File: config.mk
export PLATFORM = sky130hd
export DESIGN_NAME = mhkv_ram
export DESIGN_NICKNAME = d
export VERILOG_FILES = /design/src/rtl/core/mhkv_ram.sv
export SDC_FILE = /design/constraint.sdc
export NUM_CORES = 1
export LEC_CHECK = 0
export ABC_AREA = 1
export BUFFER_PORTS_ARGS = -buffer_cell sky130_fd_sc_hd__buf_4
export CAP_MARGIN = 20
export CORE_ASPECT_RATIO = 1.25
export CORE_MARGIN = 10
export CORE_UTILIZATION = 51
export CTS_CLUSTER_SIZE = 14
export DETAILED_ROUTE_END_ITERATION = 8
export GPL_ROUTABILITY_DRIVEN = 1
export PLACE_DENSITY = 0.68
export SLEW_MARGIN = 20
export SYNTH_ARGS = -nofsm -noshare
export SYNTH_HDL_FRONTEND = slang
export SYNTH_SLANG_ARGS = --single-unit
File: constraint.sdc
create_clock -name clk -period 1.43 [get_ports clk]
set_input_delay 0.286 -clock clk [delete_from_list [all_inputs] [get_ports clk]]
set_output_delay 0.286 -clock clk [all_outputs]
set_load 0.05 [all_outputs]
File: src/rtl/core/mhkv_ram.sv
module mhkv_ram #(
    parameter int WIDTH = 8,
    parameter int DEPTH = 16
) (
    input  logic                                   clk,
    input  logic                                   we,
    input  logic [((DEPTH > 1) ? $clog2(DEPTH) : 1)-1:0] waddr,
    input  logic [WIDTH-1:0]                       wdata,
    input  logic                                   re,
    input  logic [((DEPTH > 1) ? $clog2(DEPTH) : 1)-1:0] raddr,
    output logic [WIDTH-1:0]                       rdata
);

    logic [WIDTH-1:0] mem_reg [DEPTH];
    logic [WIDTH-1:0] rdata_reg;

    // Single write port, registered read port; the read data holds between reads.
    always_ff @(posedge clk)
    begin
        if (we)
        begin
            mem_reg[waddr] <= wdata;
        end
        if (re)
        begin
            rdata_reg <= mem_reg[raddr];
        end
    end

    assign rdata = rdata_reg;

endmodule

==> reports/results.txt <==
outcome - finished, final reports clean
I/O Pins - 27
GRT Total Usage - 0.175
setup tns final - 0 ns
R2R setup slack - 0.28 ns
Die W - 116 µm
CTS clk-pin slew, worst paths - 0.05 ns
vias per inst - 5.28
async set or reset register ratio after synthesis - 0
Max FO, Critical Path - 1
CTS Buf Count - 17
clock buffer depth - 2
CP max-delay cell - edfxtp_1
slew margin rel. - 0.608
Clock Latency Late Sink - 0.41 ns
worst vdd ir - 952 µV
Setup crit end kind - output port
count of final hold-check violations - 0
post-synth top area share - 0.698
vias in the first global route - 4039
EDFF count, synth - 136
Layout Cells excl Fill - 746
first-pass GRT wire length - 21300 µm
hold crit path type - in -> reg
largest net degree at the start of global routing - 48
grt ovf - 0
drt first pass iters - 5
CTS tree - done
Worst Hold Endpoint - rdata[7]
initial antenna violation count - 0
Leak - 2.96 nW
Distinct cells, synth - 11
Layout fillers - 896
critical path required time - 1.14 ns
FF-to-FF End - rdata[7]
Vert. Die Dim - 140 µm
count leader, synth - nand2_1
area grow syn2layout - 16.3%
Root Buffer - clkbuf_16
Design Power - 9.01 mW
Tightest Pin Transition - 0.587 ns
synthesized cell area - 5850 µm²
post-synth top area cell - edfxtp_1
Hold Path Cell Cnt - 1
syn avg cell area - 10.6 µm²
hold-fix buffers at CTS - 0
DP HPWL - 8630 µm
Setup Crit Path Kind - reg -> out
DRT iter0 DRCs - 439
Yosys warnings - 0
# setup viols final - 0
leading post-synthesis cells by cell area - edfxtp_1 (70%), nand2_1 (11%), nand3_1 (8.3%)
CP startpoint kind - flip-flop
part of the cycle the worst path needs - 0.920
Final Util - 0.611
critical path arrival - 1.03 ns
area of the core - 11100 µm²
Pins Over Slew Limit - 0
Post-DRT Antenna Nets - 0
Site Rows - 43
Nets - 617
FF+latch count, synth - 136
Synth Net Count - 570
unrepaired setup endpoints after global routing - false
DRC - 0
Pwr per Cell Area - 1320 nW/µm²
worst-case reg-to-reg path depth - 6
sequential-to-total area share from yosys stat - 0.698
Port Buffer Count - 26
htree depth - 4
min Tclk post-route - 1.31 ns
Mapped Cells - 551
r2r startpoint - mem_reg[1][7]
Final Wtd Congestion - 0.909
drt total wl - 13400 µm
Commonest cells post-synth - nand2_1 (173), edfxtp_1 (136), inv_1 (100), nand3_1 (97), nor2_1 (17)
post-CTS setup buffers - 0
placed instance area - 6280 µm²
Post-Place Cells - 714
clock skew after layout - 0.00555 ns
Die Area - 16200 µm²
Antenna Cells - 0
max reg flops - 128
Resized cells post-CTS - 0
Initial Utilization - 0.525
layout cells sized above 1 - 0.131
clock sinks - 136
Max stage delay on crit path - 0.41 ns
min-delay src - re
drt wl/cell - 17.9 µm
via count - 3941
delay-heaviest family, CP - flip-flops
max cap viols - 0
design area - 6800 µm²
crit-path cells - buf_4
Peak Freq - 0.760 GHz
Bufs and invs on worst path - 1
top_reg_cell synth - edfxtp_1
[cells in the final DEF (no fill, tap or decap)]
cell type and instances:
clkinv_1 2, buf_12 3, nand3b_1 2, clkbuf_1 4, buf_4 49, clkbuf_16 17, nor2_1 17, clkinv_2 6
bufinv_16 1, nand3_1 97, clkinvlp_4 2, nand2_1 173, edfxtp_1 136, inv_2 2, inv_1 100
[cell families (layout without fill, tap and decap cells)]
family / after synthesis / after routing / share of synthesized area
simple gates: 289 / 289 / 0.208
flops: 136 / 136 / 0.698
buf+inv: 126 / 186 / 0.0939
[how the worst max path moves through the flow]
stage / start / endpoint / slack, ns / depth (start not counted)
after floorplan: waddr[2] / mem_reg[10][0] / 0.19 / 2
after global placement: raddr[1] / rdata[7] / -0.06 / 6
after detailed placement: raddr[1] / rdata[7] / -0.08 / 6
after CTS: rdata[3] / rdata[3] / 0.1 / 1
after global routing: rdata[6] / rdata[6] / 0.09 / 1
final: rdata[6] / rdata[6] / 0.12 / 1
[layer usage]
layer | vias up | global-route usage | part of all wire
li1 | 1874 | - | -
met1 | 1893 | 0.206 | 0.39
met2 | 145 | 0.297 | 0.52
met3 | 29 | 0.0396 | 0.064
met4 | 0 | 0.0746 | 0.024
met5 | - | 0 | 0
[power breakdown]
part | total (mW) | leakage, nW | internal (mW) | switching [mW]
logic | 0.648 | 1.47 | 0.197 | 0.451
registers | 4.52 | 1.24 | 4.49 | 0.0268
clock network | 3.84 | 0.255 | 2.35 | 1.49
total | 9.01 | 2.96 | 7.04 | 1.97
[stage by stage]
| step | hold slack [ns] | setup slack [ns] |
|---|---|---|
| after floorplan | 0.385 | 0.193 |
| after global placement | 0.589 | -0.0604 |
| after detailed placement | 0.590 | -0.0790 |
| after CTS | 0.165 | 0.0967 |
| after global routing | 0.174 | 0.0887 |
| final | 0.174 | 0.115 |
[area by class of cell]
| cell class | instances | area, µm² | area share |
|---|---|---|---|
| sequential | 136 | 4080 | 0.601 |
| multi-input combinational | 289 | 1210 | 0.178 |
| clock buffer | 21 | 440 | 0.0648 |
| timing repair buffer | 52 | 428 | 0.0629 |
| inverter | 102 | 383 | 0.0563 |
| tap | 135 | 169 | 0.0248 |
| clock inverter | 11 | 82.6 | 0.0121 |
(Power assumes the default switching activity.)
