**config.mk**
```make
export PLATFORM = sky130hd
export DESIGN_NAME = mhkv_div
export DESIGN_NICKNAME = d
export VERILOG_FILES = /design/src/rtl/core/mhkv_pkg.sv /design/src/rtl/core/mhkv_div.sv
export SDC_FILE = /design/constraint.sdc
export NUM_CORES = 1
export LEC_CHECK = 0
export BUFFER_PORTS_ARGS = -buffer_cell sky130_fd_sc_hd__buf_2
export CORE_UTILIZATION = 50
export CTS_BUF_LIST = sky130_fd_sc_hd__clkbuf_8
export DETAILED_ROUTE_END_ITERATION = 8
export PLACE_DENSITY = 0.73
export SKIP_LAST_GASP = 1
export SYNTH_ARGS = -nofsm -noshare
export SYNTH_HDL_FRONTEND = slang
export SYNTH_SLANG_ARGS = --single-unit
```
**constraint.sdc**
```tcl
create_clock -name clk -period 5 [get_ports clk]
set_clock_uncertainty 0.15 [all_clocks]
set_input_delay 0.5 -clock clk [delete_from_list [all_inputs] [get_ports clk]]
set_output_delay 0.5 -clock clk [all_outputs]
set_load 0.005 [all_outputs]
```
**src/rtl/core/mhkv_pkg.sv**
```systemverilog
package mhkv_pkg;

    // Field widths of the words on the two channels and the register.
    localparam int KEY_W = 32;
    localparam int VAL_W = 64;
    localparam int CNT_W = 9;
    localparam int CFG_W = 7;
    localparam int OP_W  = 2;
    localparam int STS_W = 2;

    // One stored entry is a key followed by its value.
    localparam int ENT_W = KEY_W + VAL_W;

    // Step counter of the bit-serial modulo unit.
    localparam int STEP_W = $clog2(KEY_W);

    // Operation codes.
    localparam logic [OP_W-1:0] OP_INSERT = 2'd0;
    localparam logic [OP_W-1:0] OP_MODIFY = 2'd1;
    localparam logic [OP_W-1:0] OP_GET    = 2'd2;
    localparam logic [OP_W-1:0] OP_DELETE = 2'd3;

    // Status codes.
    localparam logic [STS_W-1:0] ST_OK   = 2'd0;
    localparam logic [STS_W-1:0] ST_MISS = 2'd1;
    localparam logic [STS_W-1:0] ST_FULL = 2'd2;

    // Input word.
    typedef struct packed {
        logic [OP_W-1:0]  opcode;
        logic [KEY_W-1:0] key;
        logic [VAL_W-1:0] value;
    } in_word_t;

    // Result word.
    typedef struct packed {
        logic [STS_W-1:0] status;
        logic [VAL_W-1:0] found_value;
        logic [CNT_W-1:0] entry_count;
    } out_word_t;

    // Result of the modulo unit.
    typedef struct packed {
        logic             done;
        logic [CFG_W-1:0] rem;
    } mhkv_div_res_t;

    // Outcome of one bucket update.
    typedef struct packed {
        logic             wr;
        logic             inc;
        logic             dec;
        logic [STS_W-1:0] status;
        logic [VAL_W-1:0] found;
    } mhkv_upd_t;

endpackage

```
**src/rtl/core/mhkv_div.sv**
```systemverilog
module mhkv_div (
    input  logic                          clk,
    input  logic                          rst_n,
    input  logic                          start,
    input  logic [mhkv_pkg::KEY_W-1:0]    key,
    input  logic [mhkv_pkg::CFG_W-1:0]    divisor,
    output mhkv_pkg::mhkv_div_res_t       res
);

    import mhkv_pkg::*;

    logic              busy_reg;
    logic              done_reg;
    logic [STEP_W-1:0] step_reg;
    logic [KEY_W-1:0]  key_reg;
    logic [CFG_W-1:0]  div_reg;
    logic [CFG_W-1:0]  rem_reg;
    logic [CFG_W:0]    trial;
    logic [CFG_W-1:0]  rem_next;

    // One restoring step: bring in the next key bit and subtract the divisor if it fits.
    always_comb
    begin
        trial = {rem_reg, key_reg[KEY_W-1]};
        if (trial >= {1'b0, div_reg})
        begin
            rem_next = CFG_W'(trial - {1'b0, div_reg});
        end
        else
        begin
            rem_next = trial[CFG_W-1:0];
        end
    end

    // Control of the step sequence.
    always_ff @(posedge clk or negedge rst_n)
    begin
        if (!rst_n)
        begin
            busy_reg <= 1'b0;
            done_reg <= 1'b0;
            step_reg <= '0;
        end
        else if (start)
        begin
            busy_reg <= 1'b1;
            done_reg <= 1'b0;
            step_reg <= '0;
        end
        else if (busy_reg)
        begin
            step_reg <= step_reg + 1'b1;
            if (step_reg == STEP_W'(KEY_W - 1))
            begin
                busy_reg <= 1'b0;
                done_reg <= 1'b1;
            end
        end
    end

    // Datapath: shifting key and running remainder.
    always_ff @(posedge clk)
    begin
        if (start)
        begin
            key_reg <= key;
            div_reg <= divisor;
            rem_reg <= '0;
        end
        else if (busy_reg)
        begin
            key_reg <= key_reg << 1;
            rem_reg <= rem_next;
        end
    end

    assign res.done = done_reg;
    assign res.rem  = rem_reg;

endmodule

```
==> metrics.cfg <==
[yosys]
syn_area_um2 = 2620
synth_edf_count = 39
synth_top_area_share_pct = 44.7
yosys_most_used_dff = edfxtp_1
yosys_warnings = 0
synthCells = 198
yosysUniqueCellTypes = 49
syn_nets = 250
synth_mux_area_share_pct = 14.1
async_reset_ff_share_pct = 13.2
synth-seq-cells = 53
yosysTopAreaCell = edfxtp_1
synth-simple-area-share_pct = 9.75
synth_top_family_by_area = multiplexers
synth-xor-area-share_pct = 2.01
avgSynthCellArea_um2 = 13.2
yosysSeqAreaShare_pct = 56.8
synth_area_leaders = edfxtp_1 45%, mux2_2 6.9%, dfrtp_1 6.7%
synthAdderAreaFrac_pct = 5.06
synth_compound_area_share_pct = 8.50

[pwr]
power.density_nw_per_um2 = 356
leakage_nw = 1.30
ir_drop_uv = 183

[global_route]
grt_pass1_vias = 1642
grt_max_degree = 55
grt-ovfl-total = 0
grt_antenna_before_repair = 0
grt_use_total_pct = 17.7
grt_pass1_wl_mm = 7.25

[die]
core_area_um2 = 4880
core.rowCount = 25
io_pins = 50
initial_core_util_pct = 53.7
die_w_um = 74.4
die_area_um2 = 5530
die_h_um = 74.4

[placement]
gp_congestion = 0.830
place_area_um2 = 2910
post-dp-hpwl_mm = 3.12
port_buffers = 49

[cells_and_area]
largest_reg_flops = 32
nets = 299
fill_cells = 403
insertedDiodeCount = 0
layout_common_cells = 49 x buf_2, 39 x edfxtp_1, 16 x mux2_2, 15 x mux2_1, 13 x nor2_1
layout-drive-gt1-share_pct = 32.3
area_delta_synth_final_pct = 14.7
layout_commonest_cell = buf_2
postLayoutCellArea_um2 = 3000

[clock_tree]
clk-insertion-delay-late_ps = 310
cts_tree = yes
cts-htree-levels = 2
clock_sinks = 53
cts.hold.buffers_added = 1
cts_resized = 0
clk_path_buf_depth = 2
cts_setup_buffers = 0
clkSlewWorstSetupHoldPaths_ps = 90
cts_root_buf = clkbuf_8
cts_buffers = 5

[sta]
slew_violations = 0
min_period_ps = 2220
fin_setup_tns_ps = 0
slew_headroom_pct = 55.0
setup_viol = 0
worst_pin_slew_ps = 675
timing.final.crit_share_pct = 44.3
max_freq_mhz = 451
rsz0062_at_grt = false
hold_viol = 0

[setup_path]
cp_data_required_time_ps = 5080
slowest_stage = edfxtp_1
crit_arrival_ps = 2290
ff2ff_path_depth = 8
cpPeakStageDelay_ps = 400
r2r_slack_ps = 2780
crit_buf_inv = 2
start_kind = flip-flop
cp-startpoint = key_reg[31]
reg2reg_to = rem_reg[0]
r2r_start = key_reg[31]
crit_fanout = 10
cpLargestDelayFamily = compound AO/OA/AOI/OAI gates
end_kind = flip-flop
worstPathCellList = inv_1 -> ha_1 -> inv_1 -> fa_1 -> nand3_1 -> a31o_1 -> nand3_1 -> a311oi_2
worstSetupPathType = flip-flop to flip-flop

[detailed_routing]
drtIter0Drc = 79
drt_pre_antenna_iters = 4
wire_per_inst_um = 14.0
detail_route.vias_per_cell = 5.28
vias = 1664
wl_mm = 4.41
drc = 0
ant_nets = 0

[worst_hold_path]
hold-path-endpoint = div_reg[4]
whs_path_depth = 1
hold_start = divisor[4]
hold_path_class = input port to flip-flop

[job]
cap_violations = 0

[status]
status = finished clean

==> worst max-delay path by stage <==
stage	endpoint	slack (ps)	depth (start not counted)
final	rem_reg[0]	2780	8
after global routing	rem_reg[0]	2610	8
after CTS	key_reg[26]	2770	5
after detailed placement	key_reg[27]	2450	5
after global placement	key_reg[27]	2490	5
after floorplan	rem_reg[0]	3080	9
==> cell families (layout without fill, tap and decap cells) <==
group,Yosys count,in the layout
flip-flops,53,53
AND/OR/NAND/NOR,47,47
multiplexers,33,33
buffers and inverters,22,72
AO/OA/AOI/OAI,27,27
adder cells (fa/ha/maj),10,10
XOR/XNOR,6,6
==> metrics by stage <==
step	worst slack [ps]	cells	utilization [%]	hold slack, ps	total power, mW
2_1_floorplan	3080	198	-	54.4	0.767
3_3_place_gp	2490	306	59.6	190	0.838
3_5_place_dp	2450	306	59.6	196	0.844
4_1_cts	2770	315	61.6	204	1.08
5_1_grt	2610	315	61.6	200	1.13
6_report	2780	315	61.6	214	1.07
==> metal layers <==
layer | global-route usage, % | wire [µm] | vias to the layer above
li1 | - | - | 831
met1 | 22.4 | 2030 | 797
met2 | 29.8 | 2180 | 31
met3 | 2.85 | 131 | 5
met4 | 7.76 | 68 | 0
met5 | 0 | 0 | -
==> worst reg2reg max path: stages (launching register included) <==
cell and delay (ps):
edfxtp_1 400, inv_1 90, ha_1 170, inv_1 50, fa_1 400, nand3_1 130
a31o_1 370, nand3_1 140, a311oi_2 240
==> synthesized netlist by cell type (2+ instances only) <==
library cell and instances:
a31oi_1 4, nor2_1 13, nand3_1 5, dfrtp_1 7, o21ai_1 2, mux2_1 15
buf_2 5, mux2i_1 2, edfxtp_1 39, ha_1 9, dfxtp_1 7, xor2_1 3
clkbuf_1 3, a21o_1 3, inv_1 11, nor2b_1 2, mux2_2 16, nand4_1 2
o21ai_0 2, o31ai_1 2, xnor2_1 3, and3_1 5, nor3b_1 5, nand2_1 7
a21oi_1 2
==> where the power goes <==
group | total, mW | switching [mW] | internal, mW
combinational | 0.282 | 0.140 | 0.141
clock | 0.234 | 0.137 | 0.0970
sequential | 0.555 | 0.0297 | 0.525
total | 1.07 | 0.307 | 0.764
==> area by class of cell <==
type	instances	area, µm²	area share, %
multi-input cells	123	1030	34.4
clock inverters	3	17.5	0.583
repair buffers	52	270	9.00
inverters	12	45.0	1.50
clock buffers	5	68.8	2.29
well taps	67	83.8	2.79
flip-flops and latches	53	1490	49.5
No activity file was read; power rests on OpenSTA's default activity.
