==> config.mk <==
export PLATFORM = sky130hd
export DESIGN_NAME = mhkv_bucket
export DESIGN_NICKNAME = d
export VERILOG_FILES = /design/src/rtl/core/mhkv_pkg.sv /design/src/rtl/core/mhkv_bucket.sv
export SDC_FILE = /design/constraint.sdc
export NUM_CORES = 1
export LEC_CHECK = 0
export BUFFER_PORTS_ARGS = -buffer_cell sky130_fd_sc_hd__buf_2
export CAP_MARGIN = 10
export CORE_AREA = 3 3 363 365
export DETAILED_ROUTE_END_ITERATION = 6
export DIE_AREA = 0 0 366 368
export MAX_ROUTING_LAYER = met4
export PLACE_DENSITY = 0.3
export RECOVER_POWER = 25
export REMOVE_ABC_BUFFERS = 1
export SLEW_MARGIN = 25
export SYNTH_ARGS = -nofsm -noshare
export SYNTH_HDL_FRONTEND = slang
export SYNTH_SLANG_ARGS = --single-unit
==> constraint.sdc <==
create_clock -name vclk -period 3.3
set_input_delay 0.495 -clock vclk [all_inputs]
set_output_delay 0.495 -clock vclk [all_outputs]
set_load 0.02 [all_outputs]
==> src/rtl/core/mhkv_pkg.sv <==
package mhkv_pkg;

    // Field widths of the words on the two channels and the register.
    localparam int KEY_W = 32;
    localparam int VAL_W = 64;
    localparam int CNT_W = 9;
    localparam int CFG_W = 7;
    localparam int OP_W  = 2;
    localparam int STS_W = 2;

    // One stored entry is a key followed by its value.
    localparam int ENT_W = KEY_W + VAL_W;

    // Step counter of the bit-serial modulo unit.
    localparam int STEP_W = $clog2(KEY_W);

    // Operation codes.
    localparam logic [OP_W-1:0] OP_INSERT = 2'd0;
    localparam logic [OP_W-1:0] OP_MODIFY = 2'd1;
    localparam logic [OP_W-1:0] OP_GET    = 2'd2;
    localparam logic [OP_W-1:0] OP_DELETE = 2'd3;

    // Status codes.
    localparam logic [STS_W-1:0] ST_OK   = 2'd0;
    localparam logic [STS_W-1:0] ST_MISS = 2'd1;
    localparam logic [STS_W-1:0] ST_FULL = 2'd2;

    // Input word.
    typedef struct packed {
        logic [OP_W-1:0]  opcode;
        logic [KEY_W-1:0] key;
        logic [VAL_W-1:0] value;
    } in_word_t;

    // Result word.
    typedef struct packed {
        logic [STS_W-1:0] status;
        logic [VAL_W-1:0] found_value;
        logic [CNT_W-1:0] entry_count;
    } out_word_t;

    // Result of the modulo unit.
    typedef struct packed {
        logic             done;
        logic [CFG_W-1:0] rem;
    } mhkv_div_res_t;

    // Outcome of one bucket update.
    typedef struct packed {
        logic             wr;
        logic             inc;
        logic             dec;
        logic [STS_W-1:0] status;
        logic [VAL_W-1:0] found;
    } mhkv_upd_t;

endpackage

==> src/rtl/core/mhkv_bucket.sv <==
module mhkv_bucket #(
    parameter int WAYS = 4
) (
    input  logic [mhkv_pkg::OP_W-1:0]                  opcode,
    input  logic [mhkv_pkg::KEY_W-1:0]                 key,
    input  logic [mhkv_pkg::VAL_W-1:0]                 value,
    input  logic [WAYS*(mhkv_pkg::ENT_W+1)-1:0]        row,
    output logic [WAYS*(mhkv_pkg::ENT_W+1)-1:0]        row_new,
    output mhkv_pkg::mhkv_upd_t                        upd
);

    import mhkv_pkg::*;

    localparam int WAY_W = (WAYS > 1) ? $clog2(WAYS) : 1;
    localparam int VLD_LSB = WAYS * ENT_W;

    logic [WAYS-1:0]  vld;
    logic [WAYS-1:0]  match;
    logic             hit;
    logic [WAY_W-1:0] hit_idx;
    logic             free;
    logic [WAY_W-1:0] free_idx;
    logic [VAL_W-1:0] hit_value;

    // Compare every way of the bucket; the lowest matching and lowest free way win.
    always_comb
    begin
        vld       = row[VLD_LSB +: WAYS];
        hit       = 1'b0;
        hit_idx   = '0;
        free      = 1'b0;
        free_idx  = '0;
        for (int w = 0; w < WAYS; w++)
        begin
            match[w] = vld[w] && (row[w*ENT_W + VAL_W +: KEY_W] == key);
        end
        for (int w = WAYS - 1; w >= 0; w--)
        begin
            if (match[w])
            begin
                hit     = 1'b1;
                hit_idx = WAY_W'(w);
            end
            if (!vld[w])
            begin
                free     = 1'b1;
                free_idx = WAY_W'(w);
            end
        end
        hit_value = '0;
        for (int w = 0; w < WAYS; w++)
        begin
            if (hit_idx == WAY_W'(w))
            begin
                hit_value = row[w*ENT_W +: VAL_W];
            end
        end
    end

    // Apply the operation to a copy of the row.
    always_comb
    begin
        row_new    = row;
        upd.wr     = 1'b0;
        upd.inc    = 1'b0;
        upd.dec    = 1'b0;
        upd.status = ST_OK;
        upd.found  = '0;
        unique case (opcode)
            OP_INSERT:
            begin
                if (hit)
                begin
                    upd.wr = 1'b1;
                    for (int w = 0; w < WAYS; w++)
                    begin
                        if (hit_idx == WAY_W'(w))
                        begin
                            row_new[w*ENT_W +: VAL_W] = value;
                        end
                    end
                end
                else if (free)
                begin
                    upd.wr  = 1'b1;
                    upd.inc = 1'b1;
                    for (int w = 0; w < WAYS; w++)
                    begin
                        if (free_idx == WAY_W'(w))
                        begin
                            row_new[w*ENT_W +: ENT_W] = {key, value};
                            row_new[VLD_LSB + w]      = 1'b1;
                        end
                    end
                end
                else
                begin
                    upd.status = ST_FULL;
                end
            end
            OP_MODIFY:
            begin
                if (hit)
                begin
                    upd.wr = 1'b1;
                    for (int w = 0; w < WAYS; w++)
                    begin
                        if (hit_idx == WAY_W'(w))
                        begin
                            row_new[w*ENT_W +: VAL_W] = value;
                        end
                    end
                end
                else
                begin
                    upd.status = ST_MISS;
                end
            end
            OP_GET:
            begin
                if (hit)
                begin
                    upd.found = hit_value;
                end
                else
                begin
                    upd.status = ST_MISS;
                end
            end
            OP_DELETE:
            begin
                if (hit)
                begin
                    upd.wr    = 1'b1;
                    upd.dec   = 1'b1;
                    upd.found = hit_value;
                    for (int w = 0; w < WAYS; w++)
                    begin
                        if (hit_idx == WAY_W'(w))
                        begin
                            row_new[VLD_LSB + w] = 1'b0;
                        end
                    end
                end
                else
                begin
                    upd.status = ST_MISS;
                end
            end
            default:
            begin
                upd.status = ST_MISS;
            end
        endcase
    end

endmodule

==> metrics <==
final non-filler cell area 27800 µm²; Switch Pwr 1.99 mW; CLK BUF 0; Die X 366 µm; hpwl dp 111000 µm; grt total ovfl 0; drt via density 4.43; Cell Area, Placed 20000 µm²; Max Transition Viols Final 0; layout cell share with drive strength beyond 1 0.661; Setup crit start kind input pin; top cell type's share of synthesized area 0.138; critical path data required time 2.80 ns; Initial DRT Pass Iterations 5; status complete, but fails checks; footprint of the multi-input gates 12200 µm²; seq_cells 0; Synth Cell Area 10900 µm²; number of fill cells 14500; Worst Hold Launch row[354]; failing checks setup timing; final period utilization 1.22; DRC 0; Hold EP row_new[354]; count of final setup violators 455; pin count of the biggest net entering global routing 54; Starting Density 0.0843; most common cell after layout, fill and taps aside buf_2; Comb power frac 1.000; YS warnings 0; power share of the clock group 0; Slew @ Worst Pin 0.864 ns; initial antenna violation count 52; vias 20100; total routed wirelength 150000 µm; peak supply drop 0.0723 mV; core region area 129000 µm²; Pint 1.68 mW; commonest non-fill, non-tap cells in the layout 519 x buf_2, 435 x buf_6, 227 x buf_4; Die H 368 µm; vias in the first global route 19900; sequential power share 0; Detailed Route Iter0 Violations 1506; Worst EP arrival 3.52 ns; xor-xnor portion of the synthesized cell area 0.103; crit path time final 4.01 ns; Final Hold Fails 0; largest family of logic cells by synthesized area compound AO/OA/AOI/OAI gates; PortBufs 943; cell row count 132; post-synthesis sequential area ratio 0; first-pass GRT wire length 187000 µm; Die ar. 135000 µm²; # hold bufs at CTS 0; Max FO, Critical Path 7; post-synthesis compound-gate area fraction 0.445; IO Pins 943; setup_tns -234.09 ns; DRT antenna net count 0; multiplexer share of the synthesized area 0.132; Yosys top cell by area a22o_1; endpoint class of the critical path output pin; Synth Area in Simple Gates 0.225; PwrDens 132 nW/µm²; register area 0 µm²; synth unique cells 43; Synth Area per Inst 6.84 µm²; Pleak 12.5 nW; Sw Ratio 0.542; nets@finish 3258; synth-to-layout area growth 156%; Hold Crit Depth 3; RD Place Congestion 0.966; Tot GR Track Use 0.205; top cells by area, synth a22o_1 14%, mux2_2 13%, a221o_1 7.8%; adder-cell share of the synthesized area 0.00460; worst setup margin -0.712 ns; kind of critical path in -> out; Max-cap violations 0; fmax 249 MHz; WL/cell 33.1 µm; RSZ-0062 raised after global routing yes; type of the worst min-delay path in -> out; Post-Syn Instances 1593; Max-slew headroom 0.424
[cells by family (layout without fill, tap and decap cells)]
| family | after synthesis | count (layout) |
|---|---|---|
| AO/OA/AOI/OAI | 629 | 630 |
| XOR/XNOR | 128 | 128 |
| adder cells (fa/ha/maj) | 4 | 4 |
| buffers and inverters | 215 | 1387 |
| multiplexers | 128 | 128 |
| other | 0 | 23 |
| AND/OR/NAND/NOR | 489 | 489 |
[worst max-delay path, cell delays in order]
cell and delay (ns):
buf_8 0.11, buf_12 0.12, xor2_4 0.17, nor4_4 0.34, buf_4 0.18, nand3_4 0.06, or4_4 0.53, buf_12 0.16
buf_12 0.12, nor4_4 0.17, buf_6 0.18, buf_12 0.17, buf_12 0.14, a22o_1 0.12, a221o_1 0.25, buf_12 0.16
[power by group through the flow]
stage          combinational (mW)    clock, mW  sequential, mW
2_1_floorplan                1.21            0               0
5_1_grt                      3.82  0.000000533               0
6_report                     3.67  0.000000454               0
3_5_place_dp                 2.76            0               0
4_1_cts                      3.22            0               0
3_3_place_gp                 2.78            0               0
[per-stage QoR]
| step | worst slack (ns) | hold slack, ns | total power, mW | utilization | cells |
|---|---|---|---|---|---|
| floorplan | -4.18 | 1.16 | 1.21 | - | 1385 |
| global placement | -1.48 | 1.34 | 2.78 | 0.155 | 4334 |
| detailed placement | -1.47 | 1.34 | 2.76 | 0.155 | 4334 |
| CTS | -0.706 | 1.32 | 3.22 | 0.187 | 4460 |
| global route | -0.771 | 1.32 | 3.82 | 0.215 | 4522 |
| finish | -0.712 | 1.32 | 3.67 | 0.216 | 4531 |
[synthesized netlist by cell type (2+ instances only)]
cell type,count
a21boi_0,22
a21oi_1,110
a221o_1,85
a22o_1,171
a31o_2,64
a31oi_1,34
a41o_1,2
and2_1,2
and3_1,131
buf_2,62
buf_4,7
buf_6,9
clkbuf_1,128
ha_1,4
inv_1,7
mux2_2,128
nand2_1,150
nand3_1,73
nand4_1,24
nor2_1,74
nor3_1,5
nor4_1,19
nor4_4,2
o211ai_1,2
o21ai_0,67
o22a_1,64
o22ai_1,2
or4_1,4
xnor2_1,70
xor2_1,58
[worst max-delay path by stage]
stage	from	end	cells after the start	slack, ns
after global placement	key[23]	upd[55]	14	-1.48
final	key[16]	row_new[331]	16	-0.71
after detailed placement	key[23]	upd[55]	14	-1.47
after floorplan	row[185]	row_new[288]	7	-4.18
after CTS	row[363]	row_new[331]	14	-0.71
after global routing	key[16]	row_new[309]	17	-0.77
[what timing repair did]
action                                  in CTS  in global routing
gates cloned                                33                 27
resized for setup                          666                874
endpoints found under the setup margin     457                457
buffers inserted                            96                 46
pin swaps                                  142                159
[routing by layer]
| metal | routed length, µm | track usage | share of wire |
|---|---|---|---|
| met5 | 0 | - | 0 |
| met4 | 4800 | 0.0333 | 0.032 |
| met2 | 71700 | 0.350 | 0.48 |
| met1 | 63300 | 0.256 | 0.42 |
| met3 | 10400 | 0.0370 | 0.069 |
[layout make-up]
cell class / instances / area share
Timing Repair Buffer: 1380 / 0.481
Multi-Input combinational cell: 1379 / 0.438
Tap cell: 1742 / 0.0783
Antenna cell: 23 / 0.00207
Inverter: 7 / 0.000943
(Power assumes the default switching activity.)
